`src/hw/rtl/pfas_pkg.sv`:
```
package pfas_pkg;

   typedef enum logic [3:0] {
      ST_IDLE, ST_PREP, ST_ANGLE, ST_DIV, ST_MOD, ST_ROT_INIT, ST_ROT,
      ST_MUL, ST_SAT, ST_VEC_INIT, ST_VEC, ST_DONE
   } state_type;

   typedef enum logic [2:0] {
      REG_STRENGTH_GAIN, REG_INFLUENCE_DISTANCE, REG_FORCE_LIMIT,
      REG_FIRST_ANGLE, REG_ANGLE_STEP, REG_SCAN_LENGTH
   } reg_index_type;

   // Commands from the controller to the datapath.
   typedef struct packed {
      logic       take_sample;
      logic       prep;
      logic       angle;
      logic       div_step;
      logic       mod_step;
      logic       rot_init;
      logic       rot_step;
      logic       mul;
      logic       sat;
      logic       vec_init;
      logic       vec_step;
      logic       load_out;
      logic [4:0] step;
   } cmd_type;

   // Status from the datapath to the controller.
   typedef struct packed {
      logic scan_seen;
   } status_type;

   localparam logic [4:0]  DIV_LAST    = 5'd27;
   localparam logic [4:0]  MOD_LAST    = 5'd11;
   localparam logic [4:0]  CORDIC_LAST = 5'd15;
   localparam logic [27:0] TWO_PI_Q13  = 28'd51472;
   localparam logic signed [17:0] PI_Q13      = 18'sd25736;
   localparam logic signed [17:0] HALF_PI_Q13 = 18'sd12868;
   localparam logic signed [20:0] PI_Q16      = 21'sd205887;
   localparam logic signed [19:0] CORDIC_GAIN = 20'sd39797;
   localparam logic signed [16:0] HALF_Q12    = 17'sd2048;

   // Arctangent of 2^-i in units of 2^-16 rad.
   function automatic logic [16:0] atan_lut(input logic [3:0] i);
      logic [16:0] v;
      case (i)
         4'd0:    v = 17'd51472;
         4'd1:    v = 17'd30385;
         4'd2:    v = 17'd16055;
         4'd3:    v = 17'd8150;
         4'd4:    v = 17'd4091;
         4'd5:    v = 17'd2047;
         4'd6:    v = 17'd1024;
         4'd7:    v = 17'd512;
         4'd8:    v = 17'd256;
         4'd9:    v = 17'd128;
         4'd10:   v = 17'd64;
         4'd11:   v = 17'd32;
         4'd12:   v = 17'd16;
         4'd13:   v = 17'd8;
         4'd14:   v = 17'd4;
         default: v = 17'd2;
      endcase
      return v;
   endfunction

   // Saturate a signed value to 16 bits.
   function automatic logic signed [15:0] sat16(input logic signed [23:0] v);
      logic signed [15:0] r;
      if (v > 24'sd32767) begin
         r = 16'sh7fff;
      end else if (v < -24'sd32768) begin
         r = 16'sh8000;
      end else begin
         r = v[15:0];
      end
      return r;
   endfunction

endpackage

```
`src/hw/rtl/potential_field_avoidance_steer.sv`:
```
// Channel   Direction  Payload
// req_      in         tdata[15:0] range_sample; tuser[0] req_type (1 = tick)
// rsp_      out        tdata: linear_velocity, turn_rate, repulse_x, repulse_y
// csr_      in         addr = register index, wdata = value
//
// Samples can be accepted every cycle while the block is idle, not during a tick.
// A tick runs the 28-step divider, the 12-step angle reduction and two 16-step
// CORDIC passes; a tick before the first scan goes straight to the result.
// Reset is synchronous and active high; no clearing pass is needed.
// A finished result waits in the output register while samples keep flowing;
// a tick finishing behind an untaken result waits for rsp_tready.
module potential_field_avoidance_steer #(
   parameter int WINDOW = 90
) (
   input  logic        clock,
   input  logic        reset,
   input  logic        req_tvalid,
   output logic        req_tready,
   input  logic [15:0] req_tdata,   // [15:0] range_sample
   input  logic [0:0]  req_tuser,   // [0] req_type
   output logic        rsp_tvalid,
   input  logic        rsp_tready,
   output logic [63:0] rsp_tdata,   // linear_velocity, turn_rate, repulse_x, repulse_y
   input  logic        csr_valid,
   output logic        csr_ready,
   input  logic [2:0]  csr_addr,
   input  logic [15:0] csr_wdata
);
   import pfas_pkg::*;

   cmd_type            cmd;
   status_type         status;
   logic signed [15:0] linear_velocity, turn_rate, repulse_x, repulse_y;

   assign csr_ready = 1'b1;
   assign rsp_tdata = {repulse_y, repulse_x, turn_rate, linear_velocity};

   pfas_ctrl u_ctrl (
      .clock       (clock),
      .reset       (reset),
      .req_tvalid  (req_tvalid),
      .req_is_tick (req_tuser[0]),
      .req_tready  (req_tready),
      .rsp_tvalid  (rsp_tvalid),
      .rsp_tready  (rsp_tready),
      .status      (status),
      .cmd         (cmd)
   );

   pfas_dp #(.WINDOW(WINDOW)) u_dp (
      .clock           (clock),
      .reset           (reset),
      .csr_write       (csr_valid && csr_ready),
      .csr_addr        (csr_addr),
      .csr_wdata       (csr_wdata),
      .range_sample    (req_tdata),
      .cmd             (cmd),
      .status          (status),
      .linear_velocity (linear_velocity),
      .turn_rate       (turn_rate),
      .repulse_x       (repulse_x),
      .repulse_y       (repulse_y)
   );

endmodule

```
`src/hw/rtl/pfas_ctrl.sv`:
```
module pfas_ctrl (
   input  logic                 clock,
   input  logic                 reset,
   input  logic                 req_tvalid,
   input  logic                 req_is_tick,
   output logic                 req_tready,
   output logic                 rsp_tvalid,
   input  logic                 rsp_tready,
   input  pfas_pkg::status_type status,
   output pfas_pkg::cmd_type    cmd
);
   import pfas_pkg::*;

   state_type  state_ff, state_in;
   logic [4:0] step_ff, step_in;
   logic       rsp_valid_ff, rsp_valid_in;

   // Next state.
   always_comb begin
      state_in = state_ff;
      case (state_ff)
         ST_IDLE: begin
            if (req_tvalid && req_is_tick) begin
               state_in = status.scan_seen ? ST_PREP : ST_DONE;
            end
         end
         ST_PREP:     state_in = ST_ANGLE;
         ST_ANGLE:    state_in = ST_DIV;
         ST_DIV:      if (step_ff == DIV_LAST) state_in = ST_MOD;
         ST_MOD:      if (step_ff == MOD_LAST) state_in = ST_ROT_INIT;
         ST_ROT_INIT: state_in = ST_ROT;
         ST_ROT:      if (step_ff == CORDIC_LAST) state_in = ST_MUL;
         ST_MUL:      state_in = ST_SAT;
         ST_SAT:      state_in = ST_VEC_INIT;
         ST_VEC_INIT: state_in = ST_VEC;
         ST_VEC:      if (step_ff == CORDIC_LAST) state_in = ST_DONE;
         ST_DONE:     if (!rsp_valid_ff || rsp_tready) state_in = ST_IDLE;
         default:     state_in = ST_IDLE;
      endcase
   end

   // Outputs to the datapath and the handshake.
   always_comb begin
      cmd             = '0;
      cmd.step        = step_ff;
      cmd.take_sample = (state_ff == ST_IDLE) && req_tvalid && !req_is_tick;
      cmd.prep        = (state_ff == ST_PREP);
      cmd.angle       = (state_ff == ST_ANGLE);
      cmd.div_step    = (state_ff == ST_DIV);
      cmd.mod_step    = (state_ff == ST_MOD);
      cmd.rot_init    = (state_ff == ST_ROT_INIT);
      cmd.rot_step    = (state_ff == ST_ROT);
      cmd.mul         = (state_ff == ST_MUL);
      cmd.sat         = (state_ff == ST_SAT);
      cmd.vec_init    = (state_ff == ST_VEC_INIT);
      cmd.vec_step    = (state_ff == ST_VEC);
      cmd.load_out    = (state_ff == ST_DONE) && (!rsp_valid_ff || rsp_tready);
      req_tready      = (state_ff == ST_IDLE);
      rsp_tvalid      = rsp_valid_ff;
   end

   // Step counter restarts whenever the state changes; the result valid flag is set on load and cleared when taken.
   always_comb begin
      step_in = (state_in != state_ff) ? 5'd0 : step_ff + 5'd1;
      if (cmd.load_out) begin
         rsp_valid_in = 1'b1;
      end else if (rsp_tready) begin
         rsp_valid_in = 1'b0;
      end else begin
         rsp_valid_in = rsp_valid_ff;
      end
   end

   always_ff @(posedge clock) begin
      if (reset) begin
         state_ff     <= ST_IDLE;
         step_ff      <= '0;
         rsp_valid_ff <= 1'b0;
      end else begin
         state_ff     <= state_in;
         step_ff      <= step_in;
         rsp_valid_ff <= rsp_valid_in;
      end
   end

endmodule

```
`src/hw/rtl/pfas_dp.sv`:
```
module pfas_dp #(
   parameter int WINDOW = 90
) (
   input  logic                 clock,
   input  logic                 reset,
   input  logic                 csr_write,
   input  logic [2:0]           csr_addr,
   input  logic [15:0]          csr_wdata,
   input  logic [15:0]          range_sample,
   input  pfas_pkg::cmd_type    cmd,
   output pfas_pkg::status_type status,
   output logic signed [15:0]   linear_velocity,
   output logic signed [15:0]   turn_rate,
   output logic signed [15:0]   repulse_x,
   output logic signed [15:0]   repulse_y
);
   import pfas_pkg::*;

   localparam logic [12:0] WIN = 13'(WINDOW);

   // Configuration registers.
   logic [15:0]        sg_ff, infl_ff;
   logic [14:0]        flim_ff;
   logic signed [15:0] fa_ff;
   logic [13:0]        astep_ff;
   logic [11:0]        slen_ff;

   always_ff @(posedge clock) begin
      if (reset) begin
         sg_ff    <= 16'd3277;
         infl_ff  <= 16'd141;
         flim_ff  <= 15'd2458;
         fa_ff    <= 16'sd0;
         astep_ff <= 14'd143;
         slen_ff  <= 12'd360;
      end else if (csr_write) begin
         case (csr_addr)
            REG_STRENGTH_GAIN:      sg_ff    <= csr_wdata;
            REG_INFLUENCE_DISTANCE: infl_ff  <= csr_wdata;
            REG_FORCE_LIMIT:        flim_ff  <= csr_wdata[14:0];
            REG_FIRST_ANGLE:        fa_ff    <= csr_wdata;
            REG_ANGLE_STEP:         astep_ff <= csr_wdata[13:0];
            REG_SCAN_LENGTH:        slen_ff  <= csr_wdata[11:0];
            default: ;
         endcase
      end
   end

   // Scan tracking: running window minima and the latched result of the last scan.
   logic [11:0] cnt_ff, fi_ff, ri_ff, dfi_ff, dri_ff;
   logic [15:0] fr_ff, rr_ff, dfr_ff, drr_ff;
   logic        seen_ff;
   logic [12:0] rear_start, cnt_ext;
   logic        front_hit, rear_hit, scan_end;
   logic [15:0] fr_new, rr_new;
   logic [11:0] fi_new, ri_new;

   always_comb begin
      cnt_ext    = {1'b0, cnt_ff};
      rear_start = ({1'b0, slen_ff} > WIN) ? {1'b0, slen_ff} - WIN : 13'd0;
      front_hit  = (cnt_ext < WIN) && (cnt_ff == 12'd0 || range_sample < fr_ff);
      rear_hit   = (cnt_ext >= rear_start) &&
                   (cnt_ext == rear_start || range_sample < rr_ff);
      scan_end   = (cnt_ext + 13'd1) >= {1'b0, slen_ff};
      fr_new     = front_hit ? range_sample : fr_ff;
      fi_new     = front_hit ? cnt_ff : fi_ff;
      rr_new     = rear_hit ? range_sample : rr_ff;
      ri_new     = rear_hit ? cnt_ff : ri_ff;
   end

   always_ff @(posedge clock) begin
      if (reset) begin
         cnt_ff  <= '0;
         fr_ff   <= '1;
         fi_ff   <= '0;
         rr_ff   <= '1;
         ri_ff   <= '0;
         dfr_ff  <= '1;
         dfi_ff  <= '0;
         drr_ff  <= '1;
         dri_ff  <= '0;
         seen_ff <= 1'b0;
      end else if (cmd.take_sample) begin
         if (scan_end) begin
            dfr_ff  <= fr_new;
            dfi_ff  <= fi_new;
            drr_ff  <= rr_new;
            dri_ff  <= ri_new;
            seen_ff <= 1'b1;
            fr_ff   <= '1;
            fi_ff   <= '0;
            rr_ff   <= '1;
            ri_ff   <= '0;
            cnt_ff  <= '0;
         end else begin
            fr_ff  <= fr_new;
            fi_ff  <= fi_new;
            rr_ff  <= rr_new;
            ri_ff  <= ri_new;
            cnt_ff <= cnt_ff + 12'd1;
         end
      end
   end

   assign status.scan_seen = seen_ff;

   // Tick datapath registers.
   logic [15:0]        d_sel;
   logic [11:0]        idx_sel;
   logic               near_ff;
   logic [31:0]        dsq_ff, rem_ff;
   logic [25:0]        prod_ff;
   logic [27:0]        ang_ff, quo_ff;
   logic signed [19:0] cx_ff, cy_ff, cz_ff;
   logic               flip_ff;
   logic signed [35:0] pc_ff, ps_ff;
   logic signed [15:0] rx_ff, ry_ff, fx_ff;
   logic signed [32:0] vx_ff, vy_ff;
   logic signed [20:0] vz_ff;
   logic               zero_ff;

   // Combinational helpers for each step.
   logic [32:0]        div_shift;
   logic [27:0]        mod_thr;
   logic [14:0]        force_mag;
   logic signed [17:0] fold_r;
   logic               fold_flip;
   logic [3:0]         sh;
   logic signed [19:0] atan_rot;
   logic signed [20:0] atan_vec;
   logic signed [19:0] cos_v, sin_v;
   logic signed [15:0] rx_v, ry_v;
   logic signed [32:0] vx0, vy0;
   logic signed [20:0] turn_full;
   logic signed [17:0] turn_q;
   logic signed [15:0] turn_v;

   always_comb begin
      sh        = cmd.step[3:0];
      d_sel     = (dfr_ff < drr_ff) ? dfr_ff : drr_ff;
      idx_sel   = (dfr_ff < drr_ff) ? dfi_ff : dri_ff;
      div_shift = {rem_ff, quo_ff[27]};
      mod_thr   = TWO_PI_Q13 << (4'd11 - sh);
      force_mag = (quo_ff > {13'd0, flim_ff}) ? flim_ff : quo_ff[14:0];
      atan_rot  = {3'b000, atan_lut(sh)};
      atan_vec  = {4'b0000, atan_lut(sh)};
      // Bring the reduced angle into [-pi/2, pi/2], remembering a half turn.
      fold_r    = {2'b00, ang_ff[15:0]};
      fold_flip = 1'b0;
      if (fold_r >= PI_Q13) fold_r = fold_r - 18'sd51472;
      if (fold_r > HALF_PI_Q13) begin
         fold_r    = fold_r - PI_Q13;
         fold_flip = 1'b1;
      end else if (fold_r < -HALF_PI_Q13) begin
         fold_r    = fold_r + PI_Q13;
         fold_flip = 1'b1;
      end
      cos_v = flip_ff ? -cx_ff : cx_ff;
      sin_v = flip_ff ? -cy_ff : cy_ff;
      rx_v  = near_ff ? sat16(24'(-(pc_ff >>> 16))) : 16'sd0;
      ry_v  = near_ff ? sat16(24'(-(ps_ff >>> 16))) : 16'sd0;
      vx0   = 33'(fx_ff) <<< 14;
      vy0   = 33'(ry_ff) <<< 14;
      turn_full = (vz_ff + 21'sd4) >>> 3;
      if (turn_full > 21'(PI_Q13)) begin
         turn_q = PI_Q13;
      end else if (turn_full < -21'(PI_Q13)) begin
         turn_q = -PI_Q13;
      end else begin
         turn_q = turn_full[17:0];
      end
      turn_v = zero_ff ? 16'sd0 : turn_q[15:0];
   end

   always_ff @(posedge clock) begin
      // Pick the closer latched minimum and start the division and angle product.
      if (cmd.prep) begin
         near_ff <= d_sel < infl_ff;
         dsq_ff  <= d_sel * d_sel;
         prod_ff <= idx_sel * astep_ff;
         rem_ff  <= '0;
         quo_ff  <= {sg_ff, 12'd0};
      end
      // Angle offset by one full turn so the reduction starts non-negative.
      if (cmd.angle) begin
         ang_ff <= {2'b00, prod_ff} + {{12{fa_ff[15]}}, fa_ff} + TWO_PI_Q13;
      end
      // Restoring division, one quotient bit a cycle.
      if (cmd.div_step) begin
         if (div_shift >= {1'b0, dsq_ff}) begin
            rem_ff <= 32'(div_shift - {1'b0, dsq_ff});
            quo_ff <= {quo_ff[26:0], 1'b1};
         end else begin
            rem_ff <= div_shift[31:0];
            quo_ff <= {quo_ff[26:0], 1'b0};
         end
      end
      // Reduction modulo a full turn, one shifted multiple a cycle.
      if (cmd.mod_step && ang_ff >= mod_thr) begin
         ang_ff <= ang_ff - mod_thr;
      end
      if (cmd.rot_init) begin
         cx_ff   <= CORDIC_GAIN;
         cy_ff   <= 20'sd0;
         cz_ff   <= 20'(fold_r) <<< 3;
         flip_ff <= fold_flip;
      end
      // Rotation CORDIC for cosine and sine.
      if (cmd.rot_step) begin
         if (!cz_ff[19]) begin
            cx_ff <= cx_ff - (cy_ff >>> sh);
            cy_ff <= cy_ff + (cx_ff >>> sh);
            cz_ff <= cz_ff - atan_rot;
         end else begin
            cx_ff <= cx_ff + (cy_ff >>> sh);
            cy_ff <= cy_ff - (cx_ff >>> sh);
            cz_ff <= cz_ff + atan_rot;
         end
      end
      if (cmd.mul) begin
         pc_ff <= $signed({1'b0, force_mag}) * cos_v;
         ps_ff <= $signed({1'b0, force_mag}) * sin_v;
      end
      if (cmd.sat) begin
         rx_ff <= rx_v;
         ry_ff <= ry_v;
         fx_ff <= sat16(24'(HALF_Q12 + 17'(rx_v)));
      end
      // Vectoring CORDIC setup: move a left half-plane vector to the right.
      if (cmd.vec_init) begin
         zero_ff <= (fx_ff == 16'sd0) && (ry_ff == 16'sd0);
         if (fx_ff[15]) begin
            vx_ff <= -vx0;
            vy_ff <= -vy0;
            vz_ff <= ry_ff[15] ? -PI_Q16 : PI_Q16;
         end else begin
            vx_ff <= vx0;
            vy_ff <= vy0;
            vz_ff <= 21'sd0;
         end
      end
      if (cmd.vec_step) begin
         if (!vy_ff[32]) begin
            vx_ff <= vx_ff + (vy_ff >>> sh);
            vy_ff <= vy_ff - (vx_ff >>> sh);
            vz_ff <= vz_ff + atan_vec;
         end else begin
            vx_ff <= vx_ff - (vy_ff >>> sh);
            vy_ff <= vy_ff + (vx_ff >>> sh);
            vz_ff <= vz_ff - atan_vec;
         end
      end
      // Result register; all zero before the first complete scan.
      if (cmd.load_out) begin
         if (seen_ff) begin
            linear_velocity <= fx_ff;
            turn_rate       <= turn_v;
            repulse_x       <= rx_ff;
            repulse_y       <= ry_ff;
         end else begin
            linear_velocity <= '0;
            turn_rate       <= '0;
            repulse_x       <= '0;
            repulse_y       <= '0;
         end
      end
   end

endmodule

```
`config.mk`:
```
export PLATFORM = sky130hd
export DESIGN_NAME = potential_field_avoidance_steer
export DESIGN_NICKNAME = d
export VERILOG_FILES = /design/src/hw/rtl/pfas_pkg.sv /design/src/hw/rtl/potential_field_avoidance_steer.sv /design/src/hw/rtl/pfas_ctrl.sv /design/src/hw/rtl/pfas_dp.sv
export SDC_FILE = /design/constraint.sdc
export NUM_CORES = 2
export LEC_CHECK = 0
export ABC_CLOCK_PERIOD_IN_PS = 9100
export BUFFER_PORTS_ARGS = -buffer_cell sky130_fd_sc_hd__buf_2
export CORE_MARGIN = 2
export CORE_UTILIZATION = 45
export DETAILED_ROUTE_END_ITERATION = 10
export SLEW_MARGIN = 0
export SYNTH_ARGS = -nofsm -noshare
export SYNTH_HDL_FRONTEND = slang
export SYNTH_HIERARCHICAL = 1
export SYNTH_SLANG_ARGS = --single-unit
```
`constraint.sdc`:
```
create_clock -name clock -period 9.1 [get_ports clock]
set_input_delay 0 -clock clock [delete_from_list [all_inputs] [get_ports clock]]
set_output_delay 0 -clock clock [all_outputs]
set_load 0.05 [all_outputs]
```
==> results by group <==
STA
  • Fin. Hold Viols: 0
  • Final min period: 8.71 ns
  • Total Negative Setup Slacks: 0 ns
  • Highest achievable clock rate: 115 MHz
  • Post-route worst hold slack: 0.111 ns
  • Worst Setup Slack, final: 0.387 ns
  • Final worst path period share: 0.957
  • Number of pins exceeding their max-slew limit in the final report: 0
  • Slew of the pin with the lowest slew margin: 1.25 ns
  • Max-slew headroom: 0.165
  • Final count of negative-setup-slack endpoints: 0
  • Worst clock skew: 0.0593 ns

Setup path
  • Critical path buffers and inverters: 6
  • Kind of launch point of the worst setup path: flop
  • Peak fanout along the critical path: 5
  • Endpoint type of the worst setup path: flop
  • Worst endpoint data arrival time: 9.18 ns
  • Largest stage delay, worst path: 0.53 ns
  • Most common cell type on the critical path: sky130_fd_sc_hd__fa_1
  • Cell with the biggest individual delay on the critical path: sky130_fd_sc_hd__fa_1
  • Cell type group with the largest total delay on the critical path: adder cells
  • Class of the most critical setup path: flop to flop
  • Req. time, crit path: 9.56 ns

Logic synthesis
  • Share of flip-flops with an asynchronous set or reset: 0
  • Leading register cell type out of synthesis: sky130_fd_sc_hd__edfxtp_1
  • Top-area cell type share of the netlist area: 0.211
  • Synth Register Bits: 671
  • Number of enable-type register cells in the synthesized netlist: 447
  • Mapped Nets: 11.0k
  • Most used standard cell by instance count after synthesis: sky130_fd_sc_hd__inv_1
  • Fraction of the yosys area taken by sequential cells: 0.213
  • Count of different cell masters after synthesis: 107
  • Count of yosys warnings during synthesis: 6
  • Largest cells by area after synthesis: sky130_fd_sc_hd__fa_1 (21%), sky130_fd_sc_hd__edfxtp_1 (16%), sky130_fd_sc_hd__ha_1 (11%)
  • Post-Syn Instances: 9315
  • Avg Cell Area, Syn: 9.01 sq um
  • Post-synth top area cell: sky130_fd_sc_hd__fa_1
  • Post-synth top cells: sky130_fd_sc_hd__inv_1 (1326), sky130_fd_sc_hd__nand2_1 (1157), sky130_fd_sc_hd__fa_1 (885)
  • Cell area after technology mapping: 83900 sq um

Floorplanning
  • Die Outline Area: 190000 sq um
  • Standard-cell rows: 158
  • I/O pin total: 108
  • Die Y: 436 um
  • Die W: 436 um
  • Placeable core region: 185000 sq um
  • Initial Utilization: 0.453

Drt
  • Routed wire length: 236 mm
  • Total number of vias: 66.1k
  • 1st-pass router iterations: 6
  • Iter 0 DRT Violations: 4647
  • Final routed DRC violation total: 0
  • Number of nets with antenna violations after detailed routing: 0
  • Post-DR wirelength/cell: 19.7 um
  • Routed vias/inst: 5.50

Clock network
  • Clock tree from TritonCTS: built
  • Clock root buffer master: sky130_fd_sc_hd__clkbuf_16
  • Clock Sinks: 671
  • Number of buffers between clock root and the deepest sink: 3
  • TritonCTS Buffers: 83
  • Clock-pin slew reported for the worst setup and hold paths after clock tree synthesis: 0.06 ns
  • Insertion delay of the later-clocked pin in the worst-skew pair: 0.77 ns
  • Total number of H-tree levels: 3

Cells and area
  • Area of all sequential standard cells: 17900 sq um
  • Area of combinational cells with multiple inputs: 59500 sq um
  • End-of-flow core utilization: 0.494
  • Fraction of layout cells with a size suffix above 1: 0.0831
  • Non-filler cells in the finished layout: 12.0k
  • Nets@finish: 11.1k
  • Finished Cell Area: 91700 sq um
  • Final-layout fill cell count: 17.7k
  • Layout overhead on the synthesized area: 9.18%

Placed design
  • Dpl cells: 11.8k
  • Half-perimeter wire length of the detailed placement result: 186 mm
  • Port Buf Inserts: 106
  • RePlAce Congestion: 0.954
  • Setup slack after placement: 0.135 ns
  • Post-Place Cell Area: 88200 sq um

Global routing
  • Global route total overflow: 0
  • Maximum number of pins on one net before global-route repair: 116
  • Wire length of the first global-routing pass: 379 mm
  • Initial antenna violation count: 8
  • Number of global-route vias before repair: 67.8k
  • Tot GR Track Use: 0.250

Status
  • Run status: finished, final reports clean

Power
  • Post-layout power: 14.9 mW
  • Static Leakage: 42.0 nW
  • Worst supply voltage drop on vdd: 0.000206 V
  • Power per Cell Area: 163 nW/um^2

Run
  • Max Cap Viol: 0

Min path
  • Worst min path class: primary input to flop
==> layout by cell type, fill, tap and decap left out, types with 217 or more instances in the layout <==
cell type / instances
sky130_fd_sc_hd__edfxtp_1: 447
sky130_fd_sc_hd__dfxtp_1: 217
sky130_fd_sc_hd__a21oi_1: 491
sky130_fd_sc_hd__o21ai_0: 293
sky130_fd_sc_hd__xnor2_1: 372
sky130_fd_sc_hd__fa_1: 884
sky130_fd_sc_hd__ha_1: 711
sky130_fd_sc_hd__nor2_1: 769
sky130_fd_sc_hd__buf_4: 286
sky130_fd_sc_hd__nand2_1: 1156
sky130_fd_sc_hd__inv_1: 1324
==> where the power goes <==
group	switching, mW	leakage, nW	internal [mW]	total, mW
sequential	0.220	6.00	3.62	3.84
clock	1.49	1.31	1.88	3.37
combinational	4.40	34.6	3.30	7.69
==> metal layers <==
| layer | wire length [um] | global-route usage | vias up |
|---|---|---|---|
| met5 | 59 | 0 | - |
| met4 | 9410 | 0.0895 | 10 |
| met3 | 12300 | 0.0331 | 404 |
| met2 | 113000 | 0.423 | 1781 |
| met1 | 102000 | 0.326 | 32541 |
| li1 | - | - | 31334 |
==> kinds of logic after synthesis <==
family / after synthesis / share of synthesized area
adder cells (fa/ha/maj): 1597 / 0.317
AND/OR/NAND/NOR: 2895 / 0.158
XOR/XNOR: 564 / 0.0588
buffers and inverters: 1730 / 0.0813
AO/OA/AOI/OAI: 1518 / 0.114
multiplexers: 339 / 0.0577
other: 1 / 0.0000447
flip-flops: 671 / 0.213
==> worst min-delay path, cell delays in order <==
cell and delay [ns]:
sky130_fd_sc_hd__dlygate4sd3_1 0.52, sky130_fd_sc_hd__buf_2 0.16, sky130_fd_sc_hd__nand2_1 0.06, sky130_fd_sc_hd__o211ai_1 0.09
==> sequential cells by signal, summed over array words and instances (netlist names), 20 cells and up <==
name          flops
u_dp/vx_ff       33
u_dp/vy_ff       33
u_dp/rem_ff      32
u_dp/dsq_ff      31
u_dp/ang_ff      28
u_dp/quo_ff      28
u_dp/prod_ff     26
u_dp/vz_ff       21
u_dp/cx_ff       20
u_dp/cy_ff       20
u_dp/cz_ff       20
u_dp/pc_ff       20
u_dp/ps_ff       20
==> final cells by class <==
class / count / area share
antenna: 3 / 0.0000819
clock inverter: 55 / 0.00607
clock buffer: 95 / 0.0236
multi-input combinational: 6914 / 0.650
inverter: 1340 / 0.0550
tap: 2480 / 0.0339
timing repair buffer: 448 / 0.0362
sequential: 671 / 0.196
==> path summary, 6_finish.rpt <==
kind                            slack (ns)                   startpoint  cells after the start                    endpoint
worst max register to register        0.39  u_dp/cy_ff[1]$_SDFFCE_PN0P_                     31    u_dp/ps_ff[35]$_DFFE_PP_
worst min register to register        0.45   u_dp/sg_ff[8]$_SDFFE_PP0P_                      2  u_dp/sg_ff[8]$_SDFFE_PP0P_
worst min-delay path                  0.11                 req_tdata[5]                      4  u_dp/rr_ff[5]$_SDFFE_PP1P_
worst max-delay path                  0.39  u_dp/cy_ff[1]$_SDFFCE_PN0P_                     31    u_dp/ps_ff[35]$_DFFE_PP_
==> timing repair <==
action / in CTS / in global routing
hold buffers: 48 / 0
endpoints found under the hold margin: 198 / 0
buffers inserted: 0 / 11
setup endpoints to repair: 0 / 30
resized for setup: 0 / 52
(Power assumes the default switching activity.)
